[src/rtl/assert_macros.svh]
// ----------------------------------------------------------------------------
// Assertion macros
// Shared concurrent assertion shorthands for the frame decoder RTL.
// ----------------------------------------------------------------------------
`ifndef ASSERT_MACROS_SVH
`define ASSERT_MACROS_SVH

`ifndef NO_ASSERTIONS

// Same-cycle implication, disabled while reset is active.
`define ASSERT_IMPL(label, clk, rst_n, cond, prop) \
    label: assert property (@(posedge clk) disable iff (!rst_n) (cond) |-> (prop)) \
        else $error("%m: assertion failed");

// Next-cycle implication, disabled while reset is active.
`define ASSERT_NEXT(label, clk, rst_n, cond, prop) \
    label: assert property (@(posedge clk) disable iff (!rst_n) (cond) |=> (prop)) \
        else $error("%m: assertion failed");

`else

`define ASSERT_IMPL(label, clk, rst_n, cond, prop)
`define ASSERT_NEXT(label, clk, rst_n, cond, prop)

`endif

`endif

[src/rtl/lfd_pkg.sv]
`timescale 1ns / 1ps
// ----------------------------------------------------------------------------
// lfd_pkg
// Types and constants shared by the length-field frame decoder modules.
// ----------------------------------------------------------------------------
package lfd_pkg;

    // Frame size and byte counter width.
    localparam int unsigned FRAME_BITS     = 32;
    // Width of the length field offset register.
    localparam int unsigned OFFSET_BITS    = 16;
    // Field end (offset plus field size) needs one more bit than the offset.
    localparam int unsigned FE_BITS        = OFFSET_BITS + 1;
    localparam int unsigned LEN_BYTES_BITS = 4;
    localparam int unsigned ADJ_BITS       = 32;
    localparam int unsigned BYTE_BITS      = 8;
    localparam int unsigned ACCUM_BITS     = 64;
    localparam int unsigned ACCUM_LANES    = ACCUM_BITS / BYTE_BITS;
    localparam int unsigned LANE_SEL_BITS  = $clog2(ACCUM_LANES);
    // Low part of the declared length that takes part in the size arithmetic.
    // A declared length at or above 2**LOW_BITS always gives a boundary error.
    localparam int unsigned LOW_BITS       = FRAME_BITS + 1;
    // Signed width that holds every size sum and every size threshold.
    localparam int unsigned SUM_BITS       = LOW_BITS + 2;

    localparam int unsigned CFG_INDEX_BITS = 3;
    localparam int unsigned CFG_DATA_BITS  = 32;
    localparam int unsigned TUSER_BITS     = 4;
    localparam int unsigned TDATA_BITS     = BYTE_BITS + FRAME_BITS + ACCUM_BITS;

    localparam logic [LEN_BYTES_BITS-1:0] LEN_BYTES_MAX = LEN_BYTES_BITS'(8);

    // Register values after reset.
    localparam logic [OFFSET_BITS-1:0]    RST_LENGTH_OFFSET = '0;
    localparam logic [LEN_BYTES_BITS-1:0] RST_LENGTH_BYTES  = LEN_BYTES_BITS'(4);
    localparam logic                      RST_BIG_ENDIAN    = 1'b1;
    localparam logic [ADJ_BITS-1:0]       RST_LENGTH_ADJUST = '0;
    localparam logic [FRAME_BITS-1:0]     RST_STRIP_BYTES   = FRAME_BITS'(4);
    localparam logic [FRAME_BITS-1:0]     RST_MAX_FRAME     = FRAME_BITS'(1024 * 1024);

    // Cycles after a register write before the derived limits are current.
    localparam logic [1:0] SETTLE_CYCLES = 2'd2;

    typedef enum logic [CFG_INDEX_BITS-1:0] {
        CFG_LENGTH_OFFSET = 3'd0,
        CFG_LENGTH_BYTES  = 3'd1,
        CFG_BIG_ENDIAN    = 3'd2,
        CFG_LENGTH_ADJUST = 3'd3,
        CFG_STRIP_BYTES   = 3'd4,
        CFG_MAX_FRAME     = 3'd5
    } cfg_index_t;

    typedef enum logic [2:0] {
        ST_COLLECT    = 3'd0,
        ST_COMPLETE   = 3'd1,
        ST_BOUNDARY   = 3'd2,
        ST_NEGATIVE   = 3'd3,
        ST_OVER_LIMIT = 3'd4,
        ST_BAD_CONFIG = 3'd5
    } status_t;

    // Configuration and precomputed size limits handed to the datapath.
    // The limit fields hold two's complement values of SUM_BITS bits.
    typedef struct packed {
        logic [OFFSET_BITS-1:0] offset;
        logic                   big_endian;
        logic [FRAME_BITS-1:0]  strip;
        logic [FE_BITS-1:0]     fe;
        logic [FE_BITS-1:0]     fe_m1;
        logic [SUM_BITS-1:0]    k;
        logic [SUM_BITS-1:0]    km1;
        logic [SUM_BITS-1:0]    t_neg;
        logic [SUM_BITS-1:0]    t_fe;
        logic [SUM_BITS-1:0]    t_strip;
        logic [SUM_BITS-1:0]    t_max;
        logic [SUM_BITS-1:0]    t_big;
        logic                   bad;
        logic                   settled;
    } lfd_cfg_t;

endpackage

[src/rtl/length_field_frame_decoder.sv]
`timescale 1ns / 1ps
// ----------------------------------------------------------------------------
// length_field_frame_decoder
// Cuts a byte stream into frames framed by an embedded length field.
// ----------------------------------------------------------------------------
// Bytes enter on the s_t* stream, one per transfer. Each byte leaves on the
// m_t* stream with its payload mark and status in m_tuser, the frame end in
// m_tlast, and the computed frame size and raw length field in m_tdata.
// The cfg_* channel writes the six frame registers by index; it is always
// ready. A write is meant for an idle block, between frames or before traffic.
// The block sustains one byte per cycle while the receiver is ready and no
// register write or settling holds it off: the byte passes through the input
// register, then the size checks run in a single pass into the result
// register. The size checks compare the field value against limits that are
// precomputed from the registers in two stages, so s_tready stays low while
// cfg_valid is high and after each write until both stages are current; the
// same hold follows reset, which also clears all frame state and any error.
// When the receiver stalls, the result register holds its transfer and the
// input register takes one more byte before s_tready drops.
// Once an error is latched, bytes still flow through, unmarked and carrying
// the error status, until the next reset.
// ----------------------------------------------------------------------------
module length_field_frame_decoder (
    input  logic                                clk,
    input  logic                                rst_n,
    // Fields from bit 0: data_byte[7:0].
    input  logic [lfd_pkg::BYTE_BITS-1:0]       s_tdata,
    input  logic                                s_tvalid,
    output logic                                s_tready,
    // Fields from bit 0: out_byte[7:0], frame_total[39:8], declared_length[103:40].
    output logic [lfd_pkg::TDATA_BITS-1:0]      m_tdata,
    // Fields from bit 0: is_payload[0], status[3:1].
    output logic [lfd_pkg::TUSER_BITS-1:0]      m_tuser,
    output logic                                m_tlast,
    output logic                                m_tvalid,
    input  logic                                m_tready,
    input  logic                                cfg_valid,
    output logic                                cfg_ready,
    input  logic [lfd_pkg::CFG_INDEX_BITS-1:0]  cfg_index,
    input  logic [lfd_pkg::CFG_DATA_BITS-1:0]   cfg_data
);

    lfd_pkg::lfd_cfg_t              cfg;
    logic                           in_valid_reg, in_valid_next;
    logic [lfd_pkg::BYTE_BITS-1:0]  in_byte_reg;
    logic                           take;
    logic                           s_accept;

    lfd_cfg u_cfg (
        .clk       (clk),
        .rst_n     (rst_n),
        .cfg_valid (cfg_valid),
        .cfg_index (cfg_index),
        .cfg_data  (cfg_data),
        .cfg       (cfg)
    );

    // Register writes never share an edge with an input transfer, and new input
    // waits until the derived limits reflect the latest write.
    assign cfg_ready = 1'b1;
    assign s_tready  = !cfg_valid && cfg.settled && (!in_valid_reg || take);
    assign s_accept  = s_tvalid && s_tready;

    always_comb
    begin
        if (s_accept)
            in_valid_next = 1'b1;
        else if (take)
            in_valid_next = 1'b0;
        else
            in_valid_next = in_valid_reg;
    end

    always_ff @(posedge clk or negedge rst_n)
    begin
        if (!rst_n)
            in_valid_reg <= 1'b0;
        else
            in_valid_reg <= in_valid_next;
    end

    always_ff @(posedge clk)
    begin
        if (s_accept)
            in_byte_reg <= s_tdata;
    end

    lfd_core u_core (
        .clk      (clk),
        .rst_n    (rst_n),
        .cfg      (cfg),
        .in_valid (in_valid_reg),
        .in_byte  (in_byte_reg),
        .take     (take),
        .m_tvalid (m_tvalid),
        .m_tready (m_tready),
        .m_tdata  (m_tdata),
        .m_tlast  (m_tlast),
        .m_tuser  (m_tuser)
    );

endmodule

[src/rtl/lfd_cfg.sv]
`timescale 1ns / 1ps
// ----------------------------------------------------------------------------
// lfd_cfg
// Configuration registers and the registered size limits derived from them.
// ----------------------------------------------------------------------------
module lfd_cfg (
    input  logic                                  clk,
    input  logic                                  rst_n,
    input  logic                                  cfg_valid,
    input  logic [lfd_pkg::CFG_INDEX_BITS-1:0]    cfg_index,
    input  logic [lfd_pkg::CFG_DATA_BITS-1:0]     cfg_data,
    output lfd_pkg::lfd_cfg_t                     cfg
);

    logic [lfd_pkg::OFFSET_BITS-1:0]    offset_reg, offset_next;
    logic [lfd_pkg::LEN_BYTES_BITS-1:0] bytes_reg, bytes_next;
    logic                               big_reg, big_next;
    logic [lfd_pkg::ADJ_BITS-1:0]       adjust_reg, adjust_next;
    logic [lfd_pkg::FRAME_BITS-1:0]     strip_reg, strip_next;
    logic [lfd_pkg::FRAME_BITS-1:0]     max_reg, max_next;
    logic [1:0]                         settle_reg, settle_next;

    // First derived stage.
    logic [lfd_pkg::FE_BITS-1:0]         fe_reg, fe_next;
    logic signed [lfd_pkg::SUM_BITS-1:0] k_reg, k_next;
    logic signed [lfd_pkg::SUM_BITS-1:0] t_fe_reg, t_fe_next;
    logic                                bad1_reg, bad1_next;

    // Second derived stage.
    logic [lfd_pkg::FE_BITS-1:0]         fe_m1_reg, fe_m1_next;
    logic signed [lfd_pkg::SUM_BITS-1:0] km1_reg, km1_next;
    logic signed [lfd_pkg::SUM_BITS-1:0] t_neg_reg, t_neg_next;
    logic signed [lfd_pkg::SUM_BITS-1:0] t_strip_reg, t_strip_next;
    logic signed [lfd_pkg::SUM_BITS-1:0] t_max_reg, t_max_next;
    logic signed [lfd_pkg::SUM_BITS-1:0] t_big_reg, t_big_next;
    logic                                bad_reg, bad_next;

    logic signed [lfd_pkg::SUM_BITS-1:0] offset_ext, bytes_ext, adjust_ext;
    logic signed [lfd_pkg::SUM_BITS-1:0] strip_ext, max_ext, frame_lim;

    always_comb
    begin
        offset_next = offset_reg;
        bytes_next  = bytes_reg;
        big_next    = big_reg;
        adjust_next = adjust_reg;
        strip_next  = strip_reg;
        max_next    = max_reg;
        if (cfg_valid)
        begin
            unique case (cfg_index)
                lfd_pkg::CFG_LENGTH_OFFSET:
                    offset_next = cfg_data[lfd_pkg::OFFSET_BITS-1:0];
                lfd_pkg::CFG_LENGTH_BYTES:
                    bytes_next = cfg_data[lfd_pkg::LEN_BYTES_BITS-1:0];
                lfd_pkg::CFG_BIG_ENDIAN:
                    big_next = cfg_data[0];
                lfd_pkg::CFG_LENGTH_ADJUST:
                    adjust_next = cfg_data[lfd_pkg::ADJ_BITS-1:0];
                lfd_pkg::CFG_STRIP_BYTES:
                    strip_next = cfg_data[lfd_pkg::FRAME_BITS-1:0];
                lfd_pkg::CFG_MAX_FRAME:
                    max_next = cfg_data[lfd_pkg::FRAME_BITS-1:0];
                default:
                    ;
            endcase
        end

        // Data is held off while the limits below catch up with a write.
        if (cfg_valid)
            settle_next = lfd_pkg::SETTLE_CYCLES;
        else if (settle_reg != 2'd0)
            settle_next = settle_reg - 2'd1;
        else
            settle_next = settle_reg;
    end

    always_ff @(posedge clk or negedge rst_n)
    begin
        if (!rst_n)
        begin
            offset_reg <= lfd_pkg::RST_LENGTH_OFFSET;
            bytes_reg  <= lfd_pkg::RST_LENGTH_BYTES;
            big_reg    <= lfd_pkg::RST_BIG_ENDIAN;
            adjust_reg <= lfd_pkg::RST_LENGTH_ADJUST;
            strip_reg  <= lfd_pkg::RST_STRIP_BYTES;
            max_reg    <= lfd_pkg::RST_MAX_FRAME;
            settle_reg <= lfd_pkg::SETTLE_CYCLES;
        end
        else
        begin
            offset_reg <= offset_next;
            bytes_reg  <= bytes_next;
            big_reg    <= big_next;
            adjust_reg <= adjust_next;
            strip_reg  <= strip_next;
            max_reg    <= max_next;
            settle_reg <= settle_next;
        end
    end

    // With K = field end + adjust, the frame size is S = L + K for the low part
    // L of the declared length, and every size check becomes a compare of L
    // against a limit that depends on the registers alone.
    always_comb
    begin
        offset_ext = $signed({{(lfd_pkg::SUM_BITS - lfd_pkg::OFFSET_BITS){1'b0}}, offset_reg});
        bytes_ext  = $signed({{(lfd_pkg::SUM_BITS - lfd_pkg::LEN_BYTES_BITS){1'b0}}, bytes_reg});
        adjust_ext = $signed({{(lfd_pkg::SUM_BITS - lfd_pkg::ADJ_BITS){adjust_reg[lfd_pkg::ADJ_BITS-1]}},
                              adjust_reg});
        strip_ext  = $signed({{(lfd_pkg::SUM_BITS - lfd_pkg::FRAME_BITS){1'b0}}, strip_reg});
        max_ext    = $signed({{(lfd_pkg::SUM_BITS - lfd_pkg::FRAME_BITS){1'b0}}, max_reg});
        frame_lim  = $signed({{(lfd_pkg::SUM_BITS - lfd_pkg::FRAME_BITS){1'b0}},
                              {lfd_pkg::FRAME_BITS{1'b1}}});

        fe_next   = lfd_pkg::FE_BITS'(offset_reg) + lfd_pkg::FE_BITS'(bytes_reg);
        k_next    = offset_ext + bytes_ext + adjust_ext;
        t_fe_next = -adjust_ext;
        bad1_next = (bytes_reg == '0) || (bytes_reg > lfd_pkg::LEN_BYTES_MAX) ||
                    (max_reg == '0) || (strip_reg > max_reg);

        fe_m1_next   = fe_reg - lfd_pkg::FE_BITS'(1);
        km1_next     = k_reg - lfd_pkg::SUM_BITS'(1);
        t_neg_next   = -k_reg;
        t_strip_next = strip_ext - k_reg;
        t_max_next   = max_ext - k_reg;
        t_big_next   = frame_lim - k_reg;
        bad_next     = bad1_reg || (lfd_pkg::FRAME_BITS'(fe_reg) > max_reg);
    end

    always_ff @(posedge clk)
    begin
        fe_reg      <= fe_next;
        k_reg       <= k_next;
        t_fe_reg    <= t_fe_next;
        bad1_reg    <= bad1_next;
        fe_m1_reg   <= fe_m1_next;
        km1_reg     <= km1_next;
        t_neg_reg   <= t_neg_next;
        t_strip_reg <= t_strip_next;
        t_max_reg   <= t_max_next;
        t_big_reg   <= t_big_next;
        bad_reg     <= bad_next;
    end

    always_comb
    begin
        cfg.offset     = offset_reg;
        cfg.big_endian = big_reg;
        cfg.strip      = strip_reg;
        cfg.fe         = fe_reg;
        cfg.fe_m1      = fe_m1_reg;
        cfg.k          = k_reg;
        cfg.km1        = km1_reg;
        cfg.t_neg      = t_neg_reg;
        cfg.t_fe       = t_fe_reg;
        cfg.t_strip    = t_strip_reg;
        cfg.t_max      = t_max_reg;
        cfg.t_big      = t_big_reg;
        cfg.bad        = bad_reg;
        cfg.settled    = (settle_reg == 2'd0);
    end

endmodule

[src/rtl/lfd_core.sv]
`timescale 1ns / 1ps
// ----------------------------------------------------------------------------
// lfd_core
// Per-byte frame tracking, size validation and the registered result stage.
// ----------------------------------------------------------------------------
`include "assert_macros.svh"

module lfd_core (
    input  logic                                clk,
    input  logic                                rst_n,
    input  lfd_pkg::lfd_cfg_t                   cfg,
    input  logic                                in_valid,
    input  logic [lfd_pkg::BYTE_BITS-1:0]       in_byte,
    output logic                                take,
    output logic                                m_tvalid,
    input  logic                                m_tready,
    output logic [lfd_pkg::TDATA_BITS-1:0]      m_tdata,
    output logic                                m_tlast,
    output logic [lfd_pkg::TUSER_BITS-1:0]      m_tuser
);

    // Frame state.
    logic [lfd_pkg::FRAME_BITS-1:0] pos_reg, pos_next;
    logic [lfd_pkg::ACCUM_BITS-1:0] accum_reg, accum_next;
    logic [lfd_pkg::FRAME_BITS-1:0] size_reg, size_next;
    logic [lfd_pkg::FRAME_BITS-1:0] last_reg, last_next;
    logic                           known_reg, known_next;
    lfd_pkg::status_t               err_reg, err_next;

    // Result register.
    logic                           out_valid_reg, out_valid_next;
    logic [lfd_pkg::BYTE_BITS-1:0]  res_byte_reg;
    logic                           res_payload_reg;
    logic                           res_fend_reg;
    lfd_pkg::status_t               res_status_reg;
    logic [lfd_pkg::FRAME_BITS-1:0] res_total_reg;
    logic [lfd_pkg::ACCUM_BITS-1:0] res_decl_reg;

    // Datapath.
    logic                                   bad_now;
    lfd_pkg::status_t                       err_cur;
    logic                                   in_field;
    logic                                   field_last;
    logic [lfd_pkg::LANE_SEL_BITS-1:0]      lane_sel;
    logic [lfd_pkg::ACCUM_BITS-1:0]         accum_le;
    logic [lfd_pkg::ACCUM_BITS-1:0]         accum_upd;
    logic [lfd_pkg::ACCUM_BITS-1:0]         accum_new;
    logic                                   hi_nz;
    logic signed [lfd_pkg::SUM_BITS-1:0]    low_val;
    logic signed [lfd_pkg::SUM_BITS-1:0]    size_sum;
    logic signed [lfd_pkg::SUM_BITS-1:0]    last_sum;
    logic [lfd_pkg::FRAME_BITS-1:0]         size_calc;
    logic [lfd_pkg::FRAME_BITS-1:0]         last_calc;
    lfd_pkg::status_t                       size_err;
    lfd_pkg::status_t                       check_err;
    logic                                   end_hit;
    logic                                   payload_c;
    logic                                   fend_c;
    lfd_pkg::status_t                       status_c;
    logic [lfd_pkg::FRAME_BITS-1:0]         total_c;
    logic [lfd_pkg::ACCUM_BITS-1:0]         decl_c;

    assign take = in_valid && (!out_valid_reg || m_tready);

    // Field capture and size checks.
    always_comb
    begin
        bad_now = (err_reg == lfd_pkg::ST_COLLECT) && cfg.bad;
        err_cur = bad_now ? lfd_pkg::ST_BAD_CONFIG : err_reg;

        in_field = (pos_reg >= lfd_pkg::FRAME_BITS'(cfg.offset)) &&
                   (pos_reg < lfd_pkg::FRAME_BITS'(cfg.fe));
        field_last = in_field && (pos_reg == lfd_pkg::FRAME_BITS'(cfg.fe_m1));

        // Little-endian bytes land in the lane given by their place in the field.
        lane_sel = pos_reg[lfd_pkg::LANE_SEL_BITS-1:0] - cfg.offset[lfd_pkg::LANE_SEL_BITS-1:0];
        for (int i = 0; i < lfd_pkg::ACCUM_LANES; i++)
        begin
            accum_le[i*lfd_pkg::BYTE_BITS +: lfd_pkg::BYTE_BITS] =
                accum_reg[i*lfd_pkg::BYTE_BITS +: lfd_pkg::BYTE_BITS] |
                ((lane_sel == lfd_pkg::LANE_SEL_BITS'(i)) ? in_byte : '0);
        end
        accum_upd = cfg.big_endian ?
                    {accum_reg[lfd_pkg::ACCUM_BITS-lfd_pkg::BYTE_BITS-1:0], in_byte} :
                    accum_le;
        accum_new = in_field ? accum_upd : accum_reg;

        hi_nz   = |accum_new[lfd_pkg::ACCUM_BITS-1:lfd_pkg::LOW_BITS];
        low_val = $signed({{(lfd_pkg::SUM_BITS - lfd_pkg::LOW_BITS){1'b0}},
                           accum_new[lfd_pkg::LOW_BITS-1:0]});

        size_sum  = low_val + $signed(cfg.k);
        last_sum  = low_val + $signed(cfg.km1);
        size_calc = size_sum[lfd_pkg::FRAME_BITS-1:0];
        last_calc = last_sum[lfd_pkg::FRAME_BITS-1:0];

        // Order matters: overflow, then a negative size, then the boundary
        // checks, and the size limit last.
        priority if (hi_nz)
            check_err = lfd_pkg::ST_BOUNDARY;
        else if (low_val < $signed(cfg.t_neg))
            check_err = lfd_pkg::ST_NEGATIVE;
        else if ((low_val > $signed(cfg.t_big)) || (low_val < $signed(cfg.t_fe)) ||
                 (low_val < $signed(cfg.t_strip)))
            check_err = lfd_pkg::ST_BOUNDARY;
        else if (low_val > $signed(cfg.t_max))
            check_err = lfd_pkg::ST_OVER_LIMIT;
        else
            check_err = lfd_pkg::ST_COLLECT;

        size_err = field_last ? check_err : lfd_pkg::ST_COLLECT;

        // On the byte that completes the field, the frame also ends there when
        // the size equals the field end, which is the case L + adjust == 0.
        end_hit = known_reg ? (pos_reg == last_reg) :
                  (field_last && (low_val == $signed(cfg.t_fe)));
    end

    // Next state and result.
    always_comb
    begin
        pos_next   = pos_reg;
        accum_next = accum_reg;
        size_next  = size_reg;
        last_next  = last_reg;
        known_next = known_reg;
        err_next   = err_reg;
        payload_c  = 1'b0;
        fend_c     = 1'b0;
        status_c   = lfd_pkg::ST_COLLECT;
        total_c    = '0;
        decl_c     = '0;

        if (err_cur != lfd_pkg::ST_COLLECT)
        begin
            err_next = err_cur;
            status_c = err_cur;
            decl_c   = (err_cur == lfd_pkg::ST_BAD_CONFIG) ? '0 : accum_reg;
        end
        else
        begin
            payload_c  = (pos_reg >= cfg.strip);
            accum_next = accum_new;
            if (size_err != lfd_pkg::ST_COLLECT)
            begin
                err_next = size_err;
                status_c = size_err;
                decl_c   = accum_new;
            end
            else
            begin
                if (pos_reg >= lfd_pkg::FRAME_BITS'(cfg.fe_m1))
                    decl_c = accum_new;
                if (known_reg || field_last)
                begin
                    total_c = known_reg ? size_reg : size_calc;
                    if (end_hit)
                    begin
                        fend_c     = 1'b1;
                        status_c   = lfd_pkg::ST_COMPLETE;
                        pos_next   = '0;
                        accum_next = '0;
                        size_next  = '0;
                        last_next  = '0;
                        known_next = 1'b0;
                    end
                    else
                    begin
                        pos_next = pos_reg + lfd_pkg::FRAME_BITS'(1);
                        if (field_last)
                        begin
                            size_next  = size_calc;
                            last_next  = last_calc;
                            known_next = 1'b1;
                        end
                    end
                end
                else
                begin
                    pos_next = pos_reg + lfd_pkg::FRAME_BITS'(1);
                end
            end
        end

        if (take)
            out_valid_next = 1'b1;
        else if (m_tready)
            out_valid_next = 1'b0;
        else
            out_valid_next = out_valid_reg;
    end

    always_ff @(posedge clk or negedge rst_n)
    begin
        if (!rst_n)
        begin
            pos_reg       <= '0;
            accum_reg     <= '0;
            size_reg      <= '0;
            last_reg      <= '0;
            known_reg     <= 1'b0;
            err_reg       <= lfd_pkg::ST_COLLECT;
            out_valid_reg <= 1'b0;
        end
        else
        begin
            out_valid_reg <= out_valid_next;
            if (take)
            begin
                pos_reg   <= pos_next;
                accum_reg <= accum_next;
                size_reg  <= size_next;
                last_reg  <= last_next;
                known_reg <= known_next;
                err_reg   <= err_next;
            end
        end
    end

    always_ff @(posedge clk)
    begin
        if (take)
        begin
            res_byte_reg    <= in_byte;
            res_payload_reg <= payload_c;
            res_fend_reg    <= fend_c;
            res_status_reg  <= status_c;
            res_total_reg   <= total_c;
            res_decl_reg    <= decl_c;
        end
    end

    assign m_tvalid = out_valid_reg;
    assign m_tdata  = {res_decl_reg, res_total_reg, res_byte_reg};
    assign m_tlast  = res_fend_reg;
    assign m_tuser  = {res_status_reg, res_payload_reg};

    `ASSERT_NEXT(a_err_sticky, clk, rst_n, err_reg != lfd_pkg::ST_COLLECT, err_reg == $past(err_reg))
    `ASSERT_IMPL(a_known_in_frame, clk, rst_n, known_reg, (pos_reg < size_reg) && ((last_reg + lfd_pkg::FRAME_BITS'(1)) == size_reg))
    `ASSERT_NEXT(a_frame_restart, clk, rst_n, take && fend_c, (pos_reg == '0) && !known_reg)
    `ASSERT_IMPL(a_err_unmarked, clk, rst_n, take && (err_reg != lfd_pkg::ST_COLLECT), !payload_c && !fend_c)

endmodule
[config.mk]
export PLATFORM = sky130hd
export DESIGN_NAME = length_field_frame_decoder
export DESIGN_NICKNAME = d
export VERILOG_FILES = /design/src/rtl/lfd_pkg.sv /design/src/rtl/length_field_frame_decoder.sv /design/src/rtl/lfd_cfg.sv /design/src/rtl/lfd_core.sv
export VERILOG_INCLUDE_DIRS = /design/src /design/src/rtl
export SDC_FILE = /design/constraint.sdc
export NUM_CORES = 2
export LEC_CHECK = 0
export ABC_AREA = 1
export BUFFER_PORTS_ARGS = -buffer_cell sky130_fd_sc_hd__buf_2
export CORE_MARGIN = 2
export CORE_UTILIZATION = 50
export CTS_BUF_LIST = sky130_fd_sc_hd__clkbuf_8
export DETAILED_ROUTE_END_ITERATION = 10
export PLACE_DENSITY = 0.69
export SETUP_SLACK_MARGIN = 0.15
export SKIP_LAST_GASP = 1
export SLEW_MARGIN = 10
export SYNTH_ARGS = -nofsm -noshare
export SYNTH_HDL_FRONTEND = slang
export SYNTH_HIERARCHICAL = 1
export SYNTH_SLANG_ARGS = --single-unit
[constraint.sdc]
create_clock -name clk -period 6.9 [get_ports clk]
set_input_delay 1.38 -clock clk [delete_from_list [all_inputs] [get_ports clk]]
set_output_delay 1.38 -clock clk [all_outputs]
set_load 0.02 [all_outputs]
==> out/results.ini <==
[yosys]
synth_warnings=6
syn-cell-area_um2=45200
syn_avg_cell_area_um2=7.34
synth_cells=6162

[clock_network]
clkTransAtPathRegs_ns=0.07
cts.htree.levels=3
ctsHoldBuffers=0
numCtsBuffers=116
root_buffer=clkbuf_8
cts_buffer_depth=3
clock_latency_ns=0.81
cts_num_sinks=673
cts_tree=built

[placement]
place.port_buffers=158
gp_congestion=1.02
dp_hpwl_mm=135

[floorplan]
std_cell_rows=110
die_w_um=305
boundaryPins=160
die_area_um2=92800
fp.dieH_um=305
start_util_pct=50.3
core-area_um2=89900

[detailed_routing]
drt-wirelength-per-cell_um=22.3
wl_mm=171
drc_errors=0
drt-initial-drc-count=4596
vias_per_cell=5.58
dr.pass1.iters=6
via_count=42700
drt.antenna.violating_nets=0

[pwr]
power_density_nw_per_um2=326
peakVddDrop_mv=0.237
p_leak_nw=26.1

[worst_setup_path]
critPathSlowestCell=inv_1
path_max_fanout=32
critPathKind=reg -> reg
required_ns=7.60
cp_common_cell=nand2_1
worstReg2RegEnd=u_core/last_reg[22]
r2r-start=u_core/pos_reg[0]
crit_arrival_ns=7.15
end_kind=flip-flop
worst_setup_path_start_kind=flip-flop
rr_worst_depth=32
critical_path.max_stage_delay_ns=0.69
r2r_slack_ns=0.45

[min_path]
hold_path.startpoint=u_cfg/bad1_reg
min_delay_path_depth=2
hp-class=reg -> reg
whs_endpoint=u_cfg/bad_reg

[global_routing]
grt_max_degree=153
grt_pass1_vias=39900
antenna_found_initial=13
grt-ovfl-total=0
grt_use_total_pct=36.0
grt_first_pass_wirelength_mm=250

[finish]
final.fill_count=8806
final_cell_mix=nand2_1 (1563), inv_1 (999), nor2_1 (507)
final_util_pct=55.5
synthToLayoutAreaGrowth_pct=10.4
drive_gt1_share_pct=8.08
final_net_count=6858
mostFrequentLayoutCell=nand2_1

[sta]
setup_viol=0
fmax_mhz=155
maxSlewViolCount=0
skew_ns=0.0601
fin_setup_tns_ns=0
layout_min_cycle_time_ns=6.45
rsz0062_at_grt=true
tightest_slew_ns=1.19
relSlewSlack_pct=20.6
hold_viol_final=0
period_share_pct=93.5

[run]
cap_violations=0

[run_status]
status=finished clean

[how the worst max path moves through the flow]
stage,startpoint,endpoint,slack [ns],depth (start not counted)
after floorplan,m_tready,s_tready,1.31,8
after detailed placement,u_core/pos_reg[0],u_core/res_total_reg[28],0.47,34
after global placement,u_core/pos_reg[0],u_core/res_total_reg[28],0.62,34
after global routing,u_core/pos_reg[0],u_core/res_total_reg[28],0.11,34
final,u_core/pos_reg[0],u_core/last_reg[22],0.45,32
after CTS,u_core/pos_reg[0],u_core/res_total_reg[28],0.45,34
[where the power goes]
group / leakage (nW) / internal [W] / switching (W)
combinational: 17.6 / 0.00195 / 0.00445
sequential: 7.03 / 0.00502 / 0.000911
clock: 1.46 / 0.00218 / 0.00179
[repair_timing]
| item | in CTS | in global routing |
|---|---|---|
| gates resized for setup | 0 | 8 |
| setup buffers | 0 | 3 |
| endpoints found under the setup margin | 0 | 156 |
[metrics by stage]
stage          instance area, um2  total power (W)  setup WS (ns)  hold slack (ns)  cells
2_1_floorplan               45200          0.00977           1.31            0.384   6163
3_3_place_gp                47300           0.0122          0.622            0.399   7412
3_5_place_dp                47300           0.0122          0.466            0.402   7412
4_1_cts                     49800           0.0162          0.453            0.423   7634
5_1_grt                     49900           0.0173          0.113            0.463   7639
6_report                    49900           0.0163          0.452            0.427   7645
[per-layer routing]
layer / vias up / part of all wire, % / global-route usage [%]
met4: 2 / 5.1 / 16.8
met1: 19800 / 43 / 48.9
met5: - / 0.0076 / 0
li1: 20500 / - / -
met3: 373 / 8.2 / 6.10
met2: 1983 / 44 / 56.1
[cell type report]
class / instances / area, um2 / area share (%)
sequential: 673 / 16100 / 32.2
antenna: 7 / 17.5 / 0.0351
clock inverter: 77 / 577 / 1.16
multi-input combinational: 4352 / 24700 / 49.5
timing repair buffer: 222 / 1350 / 2.71
inverter: 993 / 3730 / 7.48
tap: 1176 / 1470 / 2.95
clock buffer: 145 / 2000 / 4.00
[worst max-delay path, delay by kind of cell (launching register included)]
| kind | cells | cell delay (ns) |
|---|---|---|
| AOI/OAI and AO/OA | 6 | 0.95 |
| adders and majority gates | 3 | 0.98 |
| buffers and inverters | 6 | 1.57 |
| DFF | 1 | 0.41 |
| and+or+nand+nor | 17 | 2.39 |
Power figures use the tool's default switching activity.
